**src/segment_projection_overlap_macros.svh**
```systemverilog
// Assertion macros for the segment projection overlap RTL.
`ifndef SEGMENT_PROJECTION_OVERLAP_MACROS_SVH
`define SEGMENT_PROJECTION_OVERLAP_MACROS_SVH
`ifndef SYNTHESIS
`define SPO_ASSERT(label, prop, msg) \
    label: assert property (@(posedge clk) disable iff (!rst_n) (prop)) else $error(msg);
`define SPO_ASSERT_IMPL(label, ante, cons, msg) \
    label: assert property (@(posedge clk) disable iff (!rst_n) (ante) |-> (cons)) \
        else $error(msg);
`else
`define SPO_ASSERT(label, prop, msg)
`define SPO_ASSERT_IMPL(label, ante, cons, msg)
`endif
`endif

```
**src/spo_pkg.sv**
```systemverilog
// Package with widths, payload types and stage types of the segment projection overlap block.
package spo_pkg;
    localparam int COORD_WIDTH     = 16;
    localparam int COORD_FRAC_BITS = 4;
    localparam int RATIO_FRAC_BITS = 15;
    localparam int DIFF_WIDTH      = COORD_WIDTH + 1;
    localparam int PROD_WIDTH      = 2 * DIFF_WIDTH;
    localparam int ACC_WIDTH       = PROD_WIDTH + 1;
    localparam int RATIO_WIDTH     = RATIO_FRAC_BITS + 1;
    localparam int DIV_STEPS       = RATIO_FRAC_BITS + 2;

    typedef struct packed {
        logic signed [COORD_WIDTH-1:0] obs_start_x;
        logic signed [COORD_WIDTH-1:0] obs_start_y;
        logic signed [COORD_WIDTH-1:0] obs_end_x;
        logic signed [COORD_WIDTH-1:0] obs_end_y;
        logic signed [COORD_WIDTH-1:0] proj_start_x;
        logic signed [COORD_WIDTH-1:0] proj_start_y;
        logic signed [COORD_WIDTH-1:0] proj_end_x;
        logic signed [COORD_WIDTH-1:0] proj_end_y;
    } seg_item_t;

    typedef struct packed {
        logic [RATIO_WIDTH-1:0] overlap_ratio;
        logic                   degenerate;
    } res_item_t;

    typedef enum logic [1:0] {
        MODE_VERT,
        MODE_HORZ,
        MODE_FOOT,
        MODE_DEGEN
    } mode_t;

    typedef struct packed {
        mode_t                        mode;
        logic signed [DIFF_WIDTH-1:0] dx;
        logic signed [DIFF_WIDTH-1:0] dy;
        logic signed [DIFF_WIDTH-1:0] psx;
        logic signed [DIFF_WIDTH-1:0] psy;
        logic signed [DIFF_WIDTH-1:0] qsx;
        logic signed [DIFF_WIDTH-1:0] qsy;
    } diff_t;

    typedef struct packed {
        diff_t                        diff;
        logic signed [PROD_WIDTH-1:0] pdx;
        logic signed [PROD_WIDTH-1:0] pdy;
        logic signed [PROD_WIDTH-1:0] qdx;
        logic signed [PROD_WIDTH-1:0] qdy;
        logic signed [PROD_WIDTH-1:0] ddx;
        logic signed [PROD_WIDTH-1:0] ddy;
    } prod_t;

    typedef struct packed {
        logic                 degen;
        logic [ACC_WIDTH-1:0] num;
        logic [ACC_WIDTH-1:0] den;
    } frac_t;
endpackage

```
**src/spo_div.sv**
```systemverilog
// Pipelined restoring divider: one quotient bit per stage, last stage rounds half up.
module spo_div (
    input  logic           clk,
    input  logic           rst_n,
    input  logic           adv,
    input  logic           in_valid,
    input  spo_pkg::frac_t in_data,
    output logic           out_valid,
    output spo_pkg::res_item_t out_data
);
    import spo_pkg::*;

    logic [DIV_STEPS-1:0]   v_reg;
    logic [ACC_WIDTH-1:0]   rem_reg [DIV_STEPS];
    logic [ACC_WIDTH-1:0]   den_reg [DIV_STEPS];
    logic [RATIO_WIDTH-1:0] q_reg   [DIV_STEPS];
    logic [DIV_STEPS-1:0]   dg_reg;

    genvar i;
    generate
        for (i = 0; i < DIV_STEPS; i++)
        begin : g_step
            logic [ACC_WIDTH:0]     trial;
            logic [ACC_WIDTH-1:0]   den_in;
            logic [RATIO_WIDTH-1:0] q_in;
            logic                   dg_in, v_in, ge;
            logic [ACC_WIDTH:0]     diff;

            if (i == 0)
            begin : g_first
                assign trial  = {1'b0, in_data.num};
                assign den_in = in_data.den;
                assign q_in   = '0;
                assign dg_in  = in_data.degen;
                assign v_in   = in_valid;
            end
            else
            begin : g_next
                assign trial  = {rem_reg[i-1], 1'b0};
                assign den_in = den_reg[i-1];
                assign q_in   = q_reg[i-1];
                assign dg_in  = dg_reg[i-1];
                assign v_in   = v_reg[i-1];
            end

            assign ge   = trial >= {1'b0, den_in};
            assign diff = trial - {1'b0, den_in};

            always_ff @(posedge clk or negedge rst_n)
            begin
                if (!rst_n)
                begin
                    v_reg[i] <= 1'b0;
                end
                else if (adv)
                begin
                    v_reg[i] <= v_in;
                end
            end

            always_ff @(posedge clk)
            begin
                if (adv)
                begin
                    rem_reg[i] <= ge ? diff[ACC_WIDTH-1:0] : trial[ACC_WIDTH-1:0];
                    den_reg[i] <= den_in;
                    dg_reg[i]  <= dg_in;
                    if (i == DIV_STEPS - 1)
                    begin
                        q_reg[i] <= q_in + RATIO_WIDTH'(ge);
                    end
                    else
                    begin
                        q_reg[i] <= {q_in[RATIO_WIDTH-2:0], ge};
                    end
                end
            end
        end
    endgenerate

    assign out_valid              = v_reg[DIV_STEPS-1];
    assign out_data.overlap_ratio = q_reg[DIV_STEPS-1];
    assign out_data.degenerate    = dg_reg[DIV_STEPS-1];
endmodule

```
**config.mk**
```make
export PLATFORM = sky130hd
export DESIGN_NAME = spo_div
export DESIGN_NICKNAME = d
export VERILOG_FILES = /design/src/segment_projection_overlap_macros.svh /design/src/spo_pkg.sv /design/src/spo_div.sv
export SDC_FILE = /design/constraint.sdc
export NUM_CORES = 2
export LEC_CHECK = 0
export BUFFER_PORTS_ARGS = -buffer_cell sky130_fd_sc_hd__buf_2
export CAP_MARGIN = 20
export CORE_UTILIZATION = 27
export CTS_CLUSTER_SIZE = 30
export DETAILED_ROUTE_END_ITERATION = 12
export GPL_TIMING_DRIVEN = 0
export PLACE_DENSITY = 0.43
export SLEW_MARGIN = 20
export SYNTH_ARGS = -nofsm -noshare
export SYNTH_HDL_FRONTEND = slang
export SYNTH_SLANG_ARGS = --single-unit
```
**constraint.sdc**
```tcl
create_clock -name clk -period 3.35 [get_ports clk]
set_input_delay 0.335 -clock clk [delete_from_list [all_inputs] [get_ports clk]]
set_output_delay 0.335 -clock clk [all_outputs]
set_load 0.03 [all_outputs]
```
# Word level (Yosys, flattened, before mapping)
# Memory sizes are Yosys's and may differ from the RTL's.
# Cells that the tools add are included.
word_totals:
  output_inout_bits: 18
  inputBits: 75
  ff_bits: 34
  n_memories: 3
  mem_bits_rw: 1462
memory_table:
  columns: ["memory", "depth", "word_bits", "read_ports", "rd_clocked_by_memory_dff", "wr", "line", "rtl"]
  rows:
  - ["den_reg", 17, 35, 16, 0, 17, "spo_div.sv:15", "logic [ACC_WIDTH-1:0] den_reg [DIV_STEPS];"]
  - ["rem_reg", 17, 35, 16, 0, 17, "spo_div.sv:14", "logic [ACC_WIDTH-1:0] rem_reg [DIV_STEPS];"]
  - ["q_reg", 17, 16, 17, 0, 17, "spo_div.sv:16", "logic [RATIO_WIDTH-1:0] q_reg [DIV_STEPS];"]
op_classes:
  n_addsub: 18
  magnitude_cmp: 17
  mux: 19
op_table:
  columns: ["cell", "n"]
  rows:
  - ["$mux W35", 17]
  - ["$sub A35 B35 Y35", 17]
  - ["$ge A36 B35 Y1", 16]
  - ["$ge A35 B35 Y1", 1]
  - ["$add A16 B1 Y16", 1]
  - ["$mux W1", 2]

# Logic depth before layout (Yosys ltp)
# An unclocked memory read counts as a cell.
depth:
  ltp_word: 3
  mapped_depth: 19

# Least setup slack after synthesis
# Ideal clock, no wire load.
synth_timing:
  path_kind: "register to register"
  startpoint: "memory rem_reg[0][331] (netlist name)"
  endpoint: "memory rem_reg[0][357] (netlist name), data pin"
  path_buffers: 3
  setup_time_ps: 260
  t_arrival_ps: 3246
  stages_incl_launch_ff: 15
  period_less_slack_ps: 3506
  required_time_ps: 3090
  slack_ps: -156
  cell_sequence: "edfxtp_1 ha_1 buf_6 a21o_1 a21o_1 a21o_1 a2111oi_2 nor2_1 a211o_1 o41ai_4 o22ai_1 a21o_1 buf_6 buf_6 mux2_4"
synth_rtl:
  columns: ["item", "line"]
  rows:
  - ["start, declared", "spo_div.sv:14"]

==> flow_summary.json <==
{
  "status": "finished, violations left",
  "violations": "negative setup slack",
  "dp.cells": 11100,
  "grt_use_total_pct": 15.9,
  "synth_top_cell_by_area": "edfxtp_1",
  "coreArea_um2": 285000,
  "critPathLaunchType": "flop",
  "clk_latency_ns": 0.87,
  "rrSetupSlack_ns": -0.40,
  "drtIter0Drc": 2459,
  "fin_ws_ns": -0.396,
  "drc": 0,
  "vias_per_cell": 4.76,
  "portBuffers": 92,
  "std_cell_rows": 196,
  "start_util_pct": 27.2,
  "synth_top_area_share_pct": 49.9,
  "whs_endpoint": "den_reg[0][529]",
  "ant_nets": 0,
  "finalHoldViolations": 0,
  "tritoncts": "done",
  "fmax_ghz": 0.267,
  "vdd_drop_max_v": 0.000435,
  "cts-root-buf": "clkbuf_16",
  "synth_compound_area_share_pct": 16.4,
  "ys_types": 83,
  "critPathMaxFanout": 3,
  "place_area_um2": 83100,
  "tns_ns": -34.41,
  "cts_made_buffers": 172,
  "r2r_cells": 16,
  "yosys.area_share.simple_pct": 9.96,
  "yosys_most_used_dff": "edfxtp_1",
  "final_area_um2": 96600,
  "hold_class": "in -> reg",
  "wl_per_cell_um": 20.3,
  "period_minus_slack_ns": 3.75,
  "syn_area_per_cell_um2": 10.7,
  "synth-edff-count": 1289,
  "antenna_found_initial": 2,
  "finClkSkew_ns": 0.0529,
  "synth_top_family_by_area": "compound AO/OA/AOI/OAI gates",
  "power_mw": 97.8,
  "htreeDepth": 4,
  "synth_fa_ha_area_share_pct": 10.0,
  "rsz0062_at_grt": "yes",
  "design.die.area_um2": 289000,
  "min_from": "adv",
  "path_clk_slew_ns": 0.06,
  "grt_pass1_vias": 58800,
  "vias": 55800,
  "grt_max_degree": 144,
  "grt_overflow": 0,
  "synthMuxAreaShare_pct": 2.70,
  "yosysSeqAreaShare_pct": 50.5,
  "syn_nets": 7930,
  "gp_congestion": 1.00,
  "netlist_area_um2": 77500,
  "synth_area_leaders": "edfxtp_1 (50%), ha_1 (9.6%), a21oi_1 (3.9%), o21ai_0 (3.7%), inv_1 (3.6%)",
  "fin_crit_sh_pct": 112,
  "max-slew-margin-rel_pct": 31.4,
  "fin_nets": 8513,
  "crit_arrival_ns": 4.31,
  "wl_um": 237000,
  "synth_xor_area_share_pct": 5.69,
  "syn_inst": 7243,
  "final-setup-viol-count": 278,
  "r2r_start": "rem_reg[0][529]",
  "timing.rr.end": "q_reg[0][271]",
  "tightest_slew_ns": 1.02,
  "utilization_pct": 33.8,
  "drive_above_1_share_pct": 18.0,
  "maxCapViolations": 0,
  "finalMaxSlewViolations": 0,
  "cp.required_ns": 3.92,
  "pin_count": 93,
  "synthArstFlopShare_pct": 1.30,
  "yosys_warnings": 0,
  "dp_hpwl_um": 180000,
  "synthToLayoutAreaGrowth_pct": 24.6,
  "drt-pass1-iter-count": 8,
  "grt_pass1_wl_um": 351000,
  "clock-sinks": 1306,
  "min_delay_path_depth": 2,
  "power.density_nw_per_um2": 1010,
  "criticalPathCategory": "reg -> reg",
  "die_h_um": 538,
  "p_leak_nw": 39.0,
  "cts_max_path_buffers": 4,
  "dieWidth_um": 538,
  "post_layout_nonfiller_instances": 11700,
  "synth-seq-cells": 1306,
  "worstSetupEndpointType": "flop"
}
## final cells by class
| type | instances | area [um^2] |
|---|---|---|
| multi-input cells | 4978 | 38300 |
| plain buffers | 160 | 1730 |
| clock inverters | 99 | 1090 |
| well taps | 3762 | 4710 |
| diodes | 3 | 7.51 |
| inverters | 751 | 2840 |
| clock buffers | 210 | 4470 |
| fillers | 28500 | 189000 |
| flip-flops and latches | 1306 | 39100 |
| repair buffers | 457 | 4320 |
## worst max-delay path, stage by stage (launching register included)
cell      delay (ns)
edfxtp_1        0.37
ha_1            0.31
a21o_1          0.11
a21o_1          0.13
a21oi_2         0.09
o21ai_4         0.38
a211oi_2        0.15
o311ai_2        0.26
a211oi_2        0.13
o21ai_4         0.16
buf_12          0.15
ha_4            0.15
nand4_1         0.18
nor2_4          0.19
and3_4          0.22
nand4_1         0.27
xnor2_1         0.21
## cell usage in the layout, fill, tap and decap left out, types with 217 or more instances in the layout
master    instances
xnor2_1         296
inv_1           723
nand2_1         587
o21ai_0         468
ha_1            496
buf_4           217
edfxtp_1       1289
a21oi_1         522
a21o_1          314
nor2_1          346
## cell families (layout without fill, tap and decap cells)
family,after synthesis,count (layout)
other cells,0,3
fa+ha+maj,612,612
buf+inv,959,1677
compound gates,2046,2046
flops,1306,1306
simple gates,1647,1647
xor+xnor,504,504
mux,169,169
## how the worst max path moves through the flow
stage | cells past startpoint | to | start | slack, ns
finish | 16 | q_reg[0][271] | rem_reg[0][529] | -0.40
floorplan | 14 | rem_reg[0][462] | rem_reg[0][436] | -0.05
global route | 15 | q_reg[0][271] | rem_reg[0][541] | -0.68
detailed placement | 16 | q_reg[0][271] | rem_reg[0][526] | -2.78
global placement | 1 | den_reg[0][32] | adv | -19.38
CTS | 17 | q_reg[0][271] | rem_reg[0][526] | -0.55
## per-stage QoR
stage          hold slack (ns)  setup slack [ns]
6_report                0.0973            -0.396
5_1_grt                 0.0759            -0.684
4_1_cts                 0.0284            -0.554
3_5_place_dp             0.276             -2.78
3_3_place_gp             0.263            -19.38
2_1_floorplan           0.0394           -0.0510
## cell usage after synthesis, drive strengths merged (12+ instances only)
library cell,number
edfxtp,1289
inv,751
nand2,612
a21oi,599
ha,596
o21ai,573
nor2,376
a21o,317
xnor2,298
xor2,206
clkbuf,177
mux2,163
nand3,112
nand4,108
nor2b,84
nor3,84
o21bai,82
a31oi,72
o21a,66
nand2b,64
and3,53
a211oi,42
o31ai,38
and2,34
buf,31
o211ai,31
a211o,25
a21boi,25
or3,23
or2,22
dfrtp,17
nor4,17
o41ai,17
a2111oi,16
fa,16
a221oi,13
and4,13
o31a,12
## timing repair
item	4_1_cts	5_1_grt
endpoints found under the hold margin	128	0
endpoints found under the setup margin	778	795
hold buffers	78	0
gates cloned	15	12
gates resized for setup	828	298
buffers inserted	149	110
pin swaps	153	119
## report_power, final
part           total, mW  switching, mW  internal, mW  leakage (nW)
clock               18.4           7.38          11.0          2.71
sequential          27.5           2.84          24.6          12.8
combinational       51.9           28.8          23.1          23.5
total               97.8           39.0          58.8          39.0
## per-layer routing
layer  global-route usage (%)  vias to the layer above  share of wire [%]
li1                         -                    27600                  -
met1                     14.5                    26700                 34
met2                     32.2                      975                 55
met3                     2.01                      566                2.6
met4                     10.9                        0                8.0
met5                        0                        -                  0
(Power assumes the default switching activity.)
