### src/segment_projection_overlap_macros.svh
// Assertion macros for the segment projection overlap RTL.
`ifndef SEGMENT_PROJECTION_OVERLAP_MACROS_SVH
`define SEGMENT_PROJECTION_OVERLAP_MACROS_SVH
`ifndef SYNTHESIS
`define SPO_ASSERT(label, prop, msg) \
    label: assert property (@(posedge clk) disable iff (!rst_n) (prop)) else $error(msg);
`define SPO_ASSERT_IMPL(label, ante, cons, msg) \
    label: assert property (@(posedge clk) disable iff (!rst_n) (ante) |-> (cons)) \
        else $error(msg);
`else
`define SPO_ASSERT(label, prop, msg)
`define SPO_ASSERT_IMPL(label, ante, cons, msg)
`endif
`endif

### src/spo_pkg.sv
// Package with widths, payload types and stage types of the segment projection overlap block.
package spo_pkg;
    localparam int COORD_WIDTH     = 16;
    localparam int COORD_FRAC_BITS = 4;
    localparam int RATIO_FRAC_BITS = 15;
    localparam int DIFF_WIDTH      = COORD_WIDTH + 1;
    localparam int PROD_WIDTH      = 2 * DIFF_WIDTH;
    localparam int ACC_WIDTH       = PROD_WIDTH + 1;
    localparam int RATIO_WIDTH     = RATIO_FRAC_BITS + 1;
    localparam int DIV_STEPS       = RATIO_FRAC_BITS + 2;

    typedef struct packed {
        logic signed [COORD_WIDTH-1:0] obs_start_x;
        logic signed [COORD_WIDTH-1:0] obs_start_y;
        logic signed [COORD_WIDTH-1:0] obs_end_x;
        logic signed [COORD_WIDTH-1:0] obs_end_y;
        logic signed [COORD_WIDTH-1:0] proj_start_x;
        logic signed [COORD_WIDTH-1:0] proj_start_y;
        logic signed [COORD_WIDTH-1:0] proj_end_x;
        logic signed [COORD_WIDTH-1:0] proj_end_y;
    } seg_item_t;

    typedef struct packed {
        logic [RATIO_WIDTH-1:0] overlap_ratio;
        logic                   degenerate;
    } res_item_t;

    typedef enum logic [1:0] {
        MODE_VERT,
        MODE_HORZ,
        MODE_FOOT,
        MODE_DEGEN
    } mode_t;

    typedef struct packed {
        mode_t                        mode;
        logic signed [DIFF_WIDTH-1:0] dx;
        logic signed [DIFF_WIDTH-1:0] dy;
        logic signed [DIFF_WIDTH-1:0] psx;
        logic signed [DIFF_WIDTH-1:0] psy;
        logic signed [DIFF_WIDTH-1:0] qsx;
        logic signed [DIFF_WIDTH-1:0] qsy;
    } diff_t;

    typedef struct packed {
        diff_t                        diff;
        logic signed [PROD_WIDTH-1:0] pdx;
        logic signed [PROD_WIDTH-1:0] pdy;
        logic signed [PROD_WIDTH-1:0] qdx;
        logic signed [PROD_WIDTH-1:0] qdy;
        logic signed [PROD_WIDTH-1:0] ddx;
        logic signed [PROD_WIDTH-1:0] ddy;
    } prod_t;

    typedef struct packed {
        logic                 degen;
        logic [ACC_WIDTH-1:0] num;
        logic [ACC_WIDTH-1:0] den;
    } frac_t;
endpackage

### src/spo_norm.sv
// Sum stage and clip stage: lambda numerators over a positive denominator, ordered and clipped.
module spo_norm (
    input  logic           clk,
    input  logic           rst_n,
    input  logic           adv,
    input  logic           in_valid,
    input  spo_pkg::prod_t in_data,
    output logic           out_valid,
    output spo_pkg::frac_t out_data
);
    import spo_pkg::*;

    logic                        v3_reg, v4_reg;
    logic signed [ACC_WIDTH-1:0] n0_reg, n1_reg, dn_reg;
    logic signed [ACC_WIDTH-1:0] n0_next, n1_next, dn_next;
    logic                        dg_reg, dg_next;
    frac_t                       f4_reg, f4_next;
    logic signed [ACC_WIDTH-1:0] lo, hi, lo_c, hi_c;

    always_comb
    begin
        dg_next = 1'b0;
        case (in_data.diff.mode)
            MODE_VERT:
            begin
                if (in_data.diff.dy < 0)
                begin
                    n0_next = -ACC_WIDTH'(in_data.diff.psy);
                    n1_next = -ACC_WIDTH'(in_data.diff.qsy);
                    dn_next = -ACC_WIDTH'(in_data.diff.dy);
                end
                else
                begin
                    n0_next = ACC_WIDTH'(in_data.diff.psy);
                    n1_next = ACC_WIDTH'(in_data.diff.qsy);
                    dn_next = ACC_WIDTH'(in_data.diff.dy);
                end
            end
            MODE_HORZ:
            begin
                if (in_data.diff.dx < 0)
                begin
                    n0_next = -ACC_WIDTH'(in_data.diff.psx);
                    n1_next = -ACC_WIDTH'(in_data.diff.qsx);
                    dn_next = -ACC_WIDTH'(in_data.diff.dx);
                end
                else
                begin
                    n0_next = ACC_WIDTH'(in_data.diff.psx);
                    n1_next = ACC_WIDTH'(in_data.diff.qsx);
                    dn_next = ACC_WIDTH'(in_data.diff.dx);
                end
            end
            MODE_FOOT:
            begin
                n0_next = ACC_WIDTH'(in_data.pdx) + ACC_WIDTH'(in_data.pdy);
                n1_next = ACC_WIDTH'(in_data.qdx) + ACC_WIDTH'(in_data.qdy);
                dn_next = ACC_WIDTH'(in_data.ddx) + ACC_WIDTH'(in_data.ddy);
            end
            default:
            begin
                n0_next = '0;
                n1_next = '0;
                dn_next = ACC_WIDTH'(1);
                dg_next = 1'b1;
            end
        endcase
    end

    always_comb
    begin
        if (n1_reg < n0_reg)
        begin
            lo = n1_reg;
            hi = n0_reg;
        end
        else
        begin
            lo = n0_reg;
            hi = n1_reg;
        end
        lo_c = (lo < 0) ? '0 : ((dn_reg < lo) ? dn_reg : lo);
        hi_c = (hi < 0) ? '0 : ((dn_reg < hi) ? dn_reg : hi);
        f4_next.degen = dg_reg;
        f4_next.num   = ACC_WIDTH'(hi_c - lo_c);
        f4_next.den   = ACC_WIDTH'(dn_reg);
    end

    always_ff @(posedge clk or negedge rst_n)
    begin
        if (!rst_n)
        begin
            v3_reg <= 1'b0;
            v4_reg <= 1'b0;
        end
        else if (adv)
        begin
            v3_reg <= in_valid;
            v4_reg <= v3_reg;
        end
    end

    always_ff @(posedge clk)
    begin
        if (adv)
        begin
            n0_reg <= n0_next;
            n1_reg <= n1_next;
            dn_reg <= dn_next;
            dg_reg <= dg_next;
            f4_reg <= f4_next;
        end
    end

    assign out_valid = v4_reg;
    assign out_data  = f4_reg;
endmodule

### config.mk
export PLATFORM = sky130hd
export DESIGN_NAME = spo_norm
export DESIGN_NICKNAME = d
export VERILOG_FILES = /design/src/segment_projection_overlap_macros.svh /design/src/spo_pkg.sv /design/src/spo_norm.sv
export SDC_FILE = /design/constraint.sdc
export NUM_CORES = 1
export LEC_CHECK = 0
export ABC_AREA = 1
export ABC_CLOCK_PERIOD_IN_PS = 6110
export BUFFER_PORTS_ARGS = -buffer_cell sky130_fd_sc_hd__buf_2
export CAP_MARGIN = 0
export CELL_PAD_IN_SITES_DETAIL_PLACEMENT = 0
export CELL_PAD_IN_SITES_GLOBAL_PLACEMENT = 1
export CORE_UTILIZATION = 30
export DETAILED_ROUTE_END_ITERATION = 16
export GPL_ROUTABILITY_DRIVEN = 0
export PLACE_DENSITY_LB_ADDON = 0.1
export SYNTH_ARGS = -nofsm -noshare
export SYNTH_HDL_FRONTEND = slang
export SYNTH_SLANG_ARGS = --single-unit
export TNS_END_PERCENT = 10
### constraint.sdc
create_clock -name clk -period 6.11 [get_ports clk]
set_input_delay 0.611 -clock clk [delete_from_list [all_inputs] [get_ports clk]]
set_output_delay 0.611 -clock clk [all_outputs]
set_load 0.05 [all_outputs]
* Word level (Yosys, flattened, before mapping) *
Cells that the tools add are included.

storage, ports and cells
  register bits after elaboration = 179
  input bits = 312
  output and inout port bits = 72
  logic and storage cells = 46

cells by class
  add/sub/neg operators = 10
  magnitude comparators = 7
  equality and inequality tests = 2
  multiplexer cells = 16
  reduce and logical (&&, ||, !) cells = 2

operator list
  cell                   count
  $mux W35               12
  $pmux W35 S3           3
  $neg A17 Y35           6
  $add A34 B34 Y35       3
  $lt A35 B35 Y1         3
  $lt A35 B1 Y1 const B  2
  $sub A35 B35 Y35       1
  $lt A17 B1 Y1 const B  2
  $reduce_or A3 Y1       1
  $eq A2 B1 Y1 const B   1
  $eq A2 B2 Y1 const B   1
  $logic_not A2 Y1       1
  $mux W1                1

* Longest topological paths before layout *
  depth after elaboration = 6
  gate-level depth with buffers = 51
  depth with buffers taken out = 48

* Worst setup path before layout *
OpenSTA, ideal clock, no wires.

  path kind = reg2reg
  start = register n1_reg[34]
  end = register f4_reg (netlist bit out_data[62]) (data pin)
  library setup time = 0.260 ns
  data arrival time = 5.720 ns
  data required time = 5.850 ns
  slack = 0.131 ns
  cell stages (with the launch flop) = 41
  buffers on the path = 2
  path through = edfxtp_1 -> ha_1 -> nand2_1 -> nor2_1 -> a21boi_0 -> nor2_1 -> nand2_1 -> nor2_2 -> nand2_4 -> nand2_1 -> o21a_1 -> clkinv_1 -> buf_1 -> ha_1 -> nand4_1 -> nor3_1 -> nor4b_1 -> nand2_1 -> [5 not listed] -> buf_2 -> o211ai_1 -> ha_1 -> a21oi_1 -> nand2_1 -> a21oi_1 -> o21bai_1 -> nand3_1 -> nand2_1 -> nand2_1 -> nand2_1 -> a21oi_1 -> o21ai_0 -> nand3_1 -> nand2_1 -> nand2_1 -> nand2_1 -> xor2_1

RTL lines
  item                    RTL line         RTL
  from (decl)             spo_norm.sv:14   logic signed [ACC_WIDTH-1:0] n0_reg, n1_reg, dn_reg;
  from (signal assigned)  spo_norm.sv:108  n1_reg <= n1_next;
  to (signal assigned)    spo_norm.sv:111  f4_reg <= f4_next;
  to (decl)               spo_norm.sv:17   frac_t f4_reg, f4_next;

==> out/metrics.yaml <==
global_routing:
  antenna_found_initial: 11
  grt_overflow: 0
  grt_pass1_wl_um: 120000
  grt_max_degree: 98
  grt_pass1_vias: 20960
  gr-usage-all-layers: 0.2367
floorplanning:
  die_h_um: 255.7
  die_area_um2: 65410
  core_area_um2: 63310
  fp-row-count: 92
  start_util: 0.3051
  ios: 384
  die_x_um: 255.7
setup_path:
  critPathKind: "reg2reg"
  crit_required_ns: 6.34
  critPathMaxFanout: 11
  critPathMaxStageDelay_ns: 0.42
  reg2reg_slack_ns: -0.13
  reg2reg_to: "out_data[67]"
  cpMaxStageDelayCell: "edfxtp_1"
  cp_common_cell: "nand2_4"
  rr_startpoint: "n1_reg[2]"
  reg2reg_depth: 39
  end_kind: "register"
  critical_path_arrival_ns: 6.47
  startpoint_type: "register"
  startpoint: "n1_reg[2]"
worst_hold_path:
  hold_depth: 3
  hold_path_class: "in2reg"
  hold_start: "in_valid"
  holdPathEnd: "v3_reg"
pwr:
  peakVddDrop_mv: 0.2360
  total_power_w: 0.01063
  p_per_area_nw_per_um2: 397.6
  p_leak_nw: 12.45
synthesis:
  ys_types: 49
  postSynthAreaPerCell_um2: 7.183
  synth_edf_count: 177
  seq_area_frac_synth: 0.2778
  syn-num-nets: 3253
  async_reset_ff_frac: 0.01117
  ys_warn_count: 0
  syn_area_um2: 19320
  syn_inst: 2689
  ys_ff_latch: 179
  synthFlopType: "edfxtp_1"
routing:
  first_pass_iters: 5
  route.detailed.drc: 0
  postRouteAntennaNets: 0
  avgViaCountPerCell: 5.046
  drtIter0Drc: 1267
  wl_um: 80270
  num_vias: 21460
  wl_per_cell_um: 18.87
outcome:
  outcome: "finished with violations"
  violations: "negative setup slack"
layout:
  final_cell_mix: "nand2_1, buf_2, a21oi_1, buf_4, o21ai_0"
  final_common_cell: "nand2_1"
  drive_above_1_share: 0.2911
  largest_reg_flops: 71
  final_util: 0.4223
  nets: 3955
  fill_cells: 6571
  syn2layout_area_growth_pct: 38.41
timing:
  fin_ws_ns: -0.1347
  worst_pin_slew_ns: 0.8589
  slew-limit-headroom: 0.4274
  rsz0062_at_grt: "yes"
  clock_skew_ns: 0.02198
  maxSlewViolCount: 0
  finalCritPeriodShare: 1.022
  whs_ns: 0.3572
  setup-violations-final: 13
  hold_viol: 0
  fmax_ghz: 0.1601
  final.min_clock_period_ns: 6.245
placed_design:
  io_buffer_count: 383
  hpwl_um: 65620
clock_tree:
  cts.path.max_buffers: 2
  clk-insertion-delay-late_ns: 0.47
  h-tree-depth: 4
  clk_pin_slew_ns: 0.09
  numCtsBuffers: 17
  cts_sinks: 179
  cts_tree: "done"
  clock-root-buffer: "clkbuf_16"
flow_run:
  drv_cap: 0
==> worst max path at each step <==
stage | end | slack, ns | depth (start not counted)
2_1_floorplan | out_data[62] | 0.13 | 40
3_3_place_gp | out_data[67] | -1.25 | 36
3_5_place_dp | out_data[67] | -1.32 | 37
4_1_cts | out_data[66] | -0.42 | 41
5_1_grt | out_data[66] | -0.46 | 41
6_report | out_data[67] | -0.13 | 39
==> per-layer routing <==
layer / share of wire / vias to the layer above / global-route usage
met2: 0.47 / 527 / 0.4072
met3: 0.039 / 98 / 0.02654
li1: - / 10930 / -
met4: 0.027 / 14 / 0.05788
met1: 0.46 / 9895 / 0.3143
met5: 0.0012 / - / 0
==> worst max-delay path: cells and delay by family, from the launching register on <==
family / cells / cell delay (ns)
buffers and inverters: 6 / 0.84
and+or+nand+nor: 21 / 2.47
adders and majority gates: 3 / 1.07
xor gates and xnor gates: 1 / 0.11
AOI/OAI and AO/OA: 8 / 1.06
DFF: 1 / 0.42
==> stage by stage <==
| step | TNS, ns | instances | instance area [um^2] | setup WS [ns] |
|---|---|---|---|---|
| CTS | -5.766 | 4209 | 25570 | -0.4201 |
| global route | -6.938 | 4252 | 26730 | -0.4570 |
| detailed placement | -26.65 | 4145 | 24310 | -1.320 |
| global placement | -24.88 | 4145 | 24310 | -1.250 |
| floorplan | 0 | 2689 | 19320 | 0.1306 |
| finish | -0.9076 | 4253 | 26740 | -0.1347 |
==> logic make-up after synthesis <==
| family | count (synthesis) | synth area share |
|---|---|---|
| compound gates | 869 | 0.2544 |
| flops | 179 | 0.2778 |
| simple gates | 1000 | 0.2119 |
| xor+xnor | 50 | 0.02267 |
| fa+ha+maj | 252 | 0.1648 |
| buf+inv | 339 | 0.06840 |
==> cells in the mapped netlist, types with 3 or more instances <==
library cell	number	share of area
a211oi_1	9	0.0035
a21boi_0	16	0.0062
a21o_1	8	0.0031
a21oi_1	357	0.092
a31oi_1	29	0.0094
buf_1	6	0.0012
buf_2	15	0.0039
buf_6	4	0.0023
clkbuf_1	45	0.0087
edfxtp_1	177	0.28
fa_1	4	0.0041
ha_1	248	0.16
inv_1	266	0.052
nand2_1	582	0.11
nand2_2	3	0.00097
nand3_1	103	0.027
nand4_1	22	0.0071
nor2_1	213	0.041
nor2_2	4	0.0013
nor3_1	51	0.013
nor4_1	5	0.0016
o211ai_1	48	0.019
o211ai_2	11	0.0071
o21a_1	22	0.0086
o21ai_0	311	0.081
o21ai_1	4	0.0010
o21bai_1	8	0.0031
o221ai_1	33	0.015
o31ai_1	6	0.0023
or2_2	6	0.0019
xnor2_1	13	0.0059
xor2_1	37	0.017
==> power by group <==
group          internal, W  total, W  switching [W]
Sequential         0.00177   0.00191       0.000139
Clock             0.000582   0.00114       0.000562
Combinational      0.00352   0.00758        0.00405
Total              0.00587    0.0106        0.00476
==> layout make-up <==
type / count / area, um^2 / area share
multi-input cells: 2171 / 13580 / 0.5080
flip-flops and latches: 179 / 5365 / 0.2007
repair buffers: 753 / 5122 / 0.1916
well taps: 846 / 1059 / 0.03959
inverters: 269 / 1012 / 0.03786
clock buffers: 17 / 425.4 / 0.01591
clock inverters: 15 / 161.4 / 0.006037
diodes: 3 / 7.507 / 0.0002808
==> repair_timing <==
| item | CTS | global route |
|---|---|---|
| hold buffers | 1 | 0 |
| endpoints found under the setup margin | 34 | 31 |
| pin swaps | 41 | 113 |
| setup buffers | 27 | 37 |
| resized for setup | 91 | 204 |
| hold endpoints to repair | 2 | 0 |
| cloned | 5 | 7 |
(Power assumes the default switching activity.)
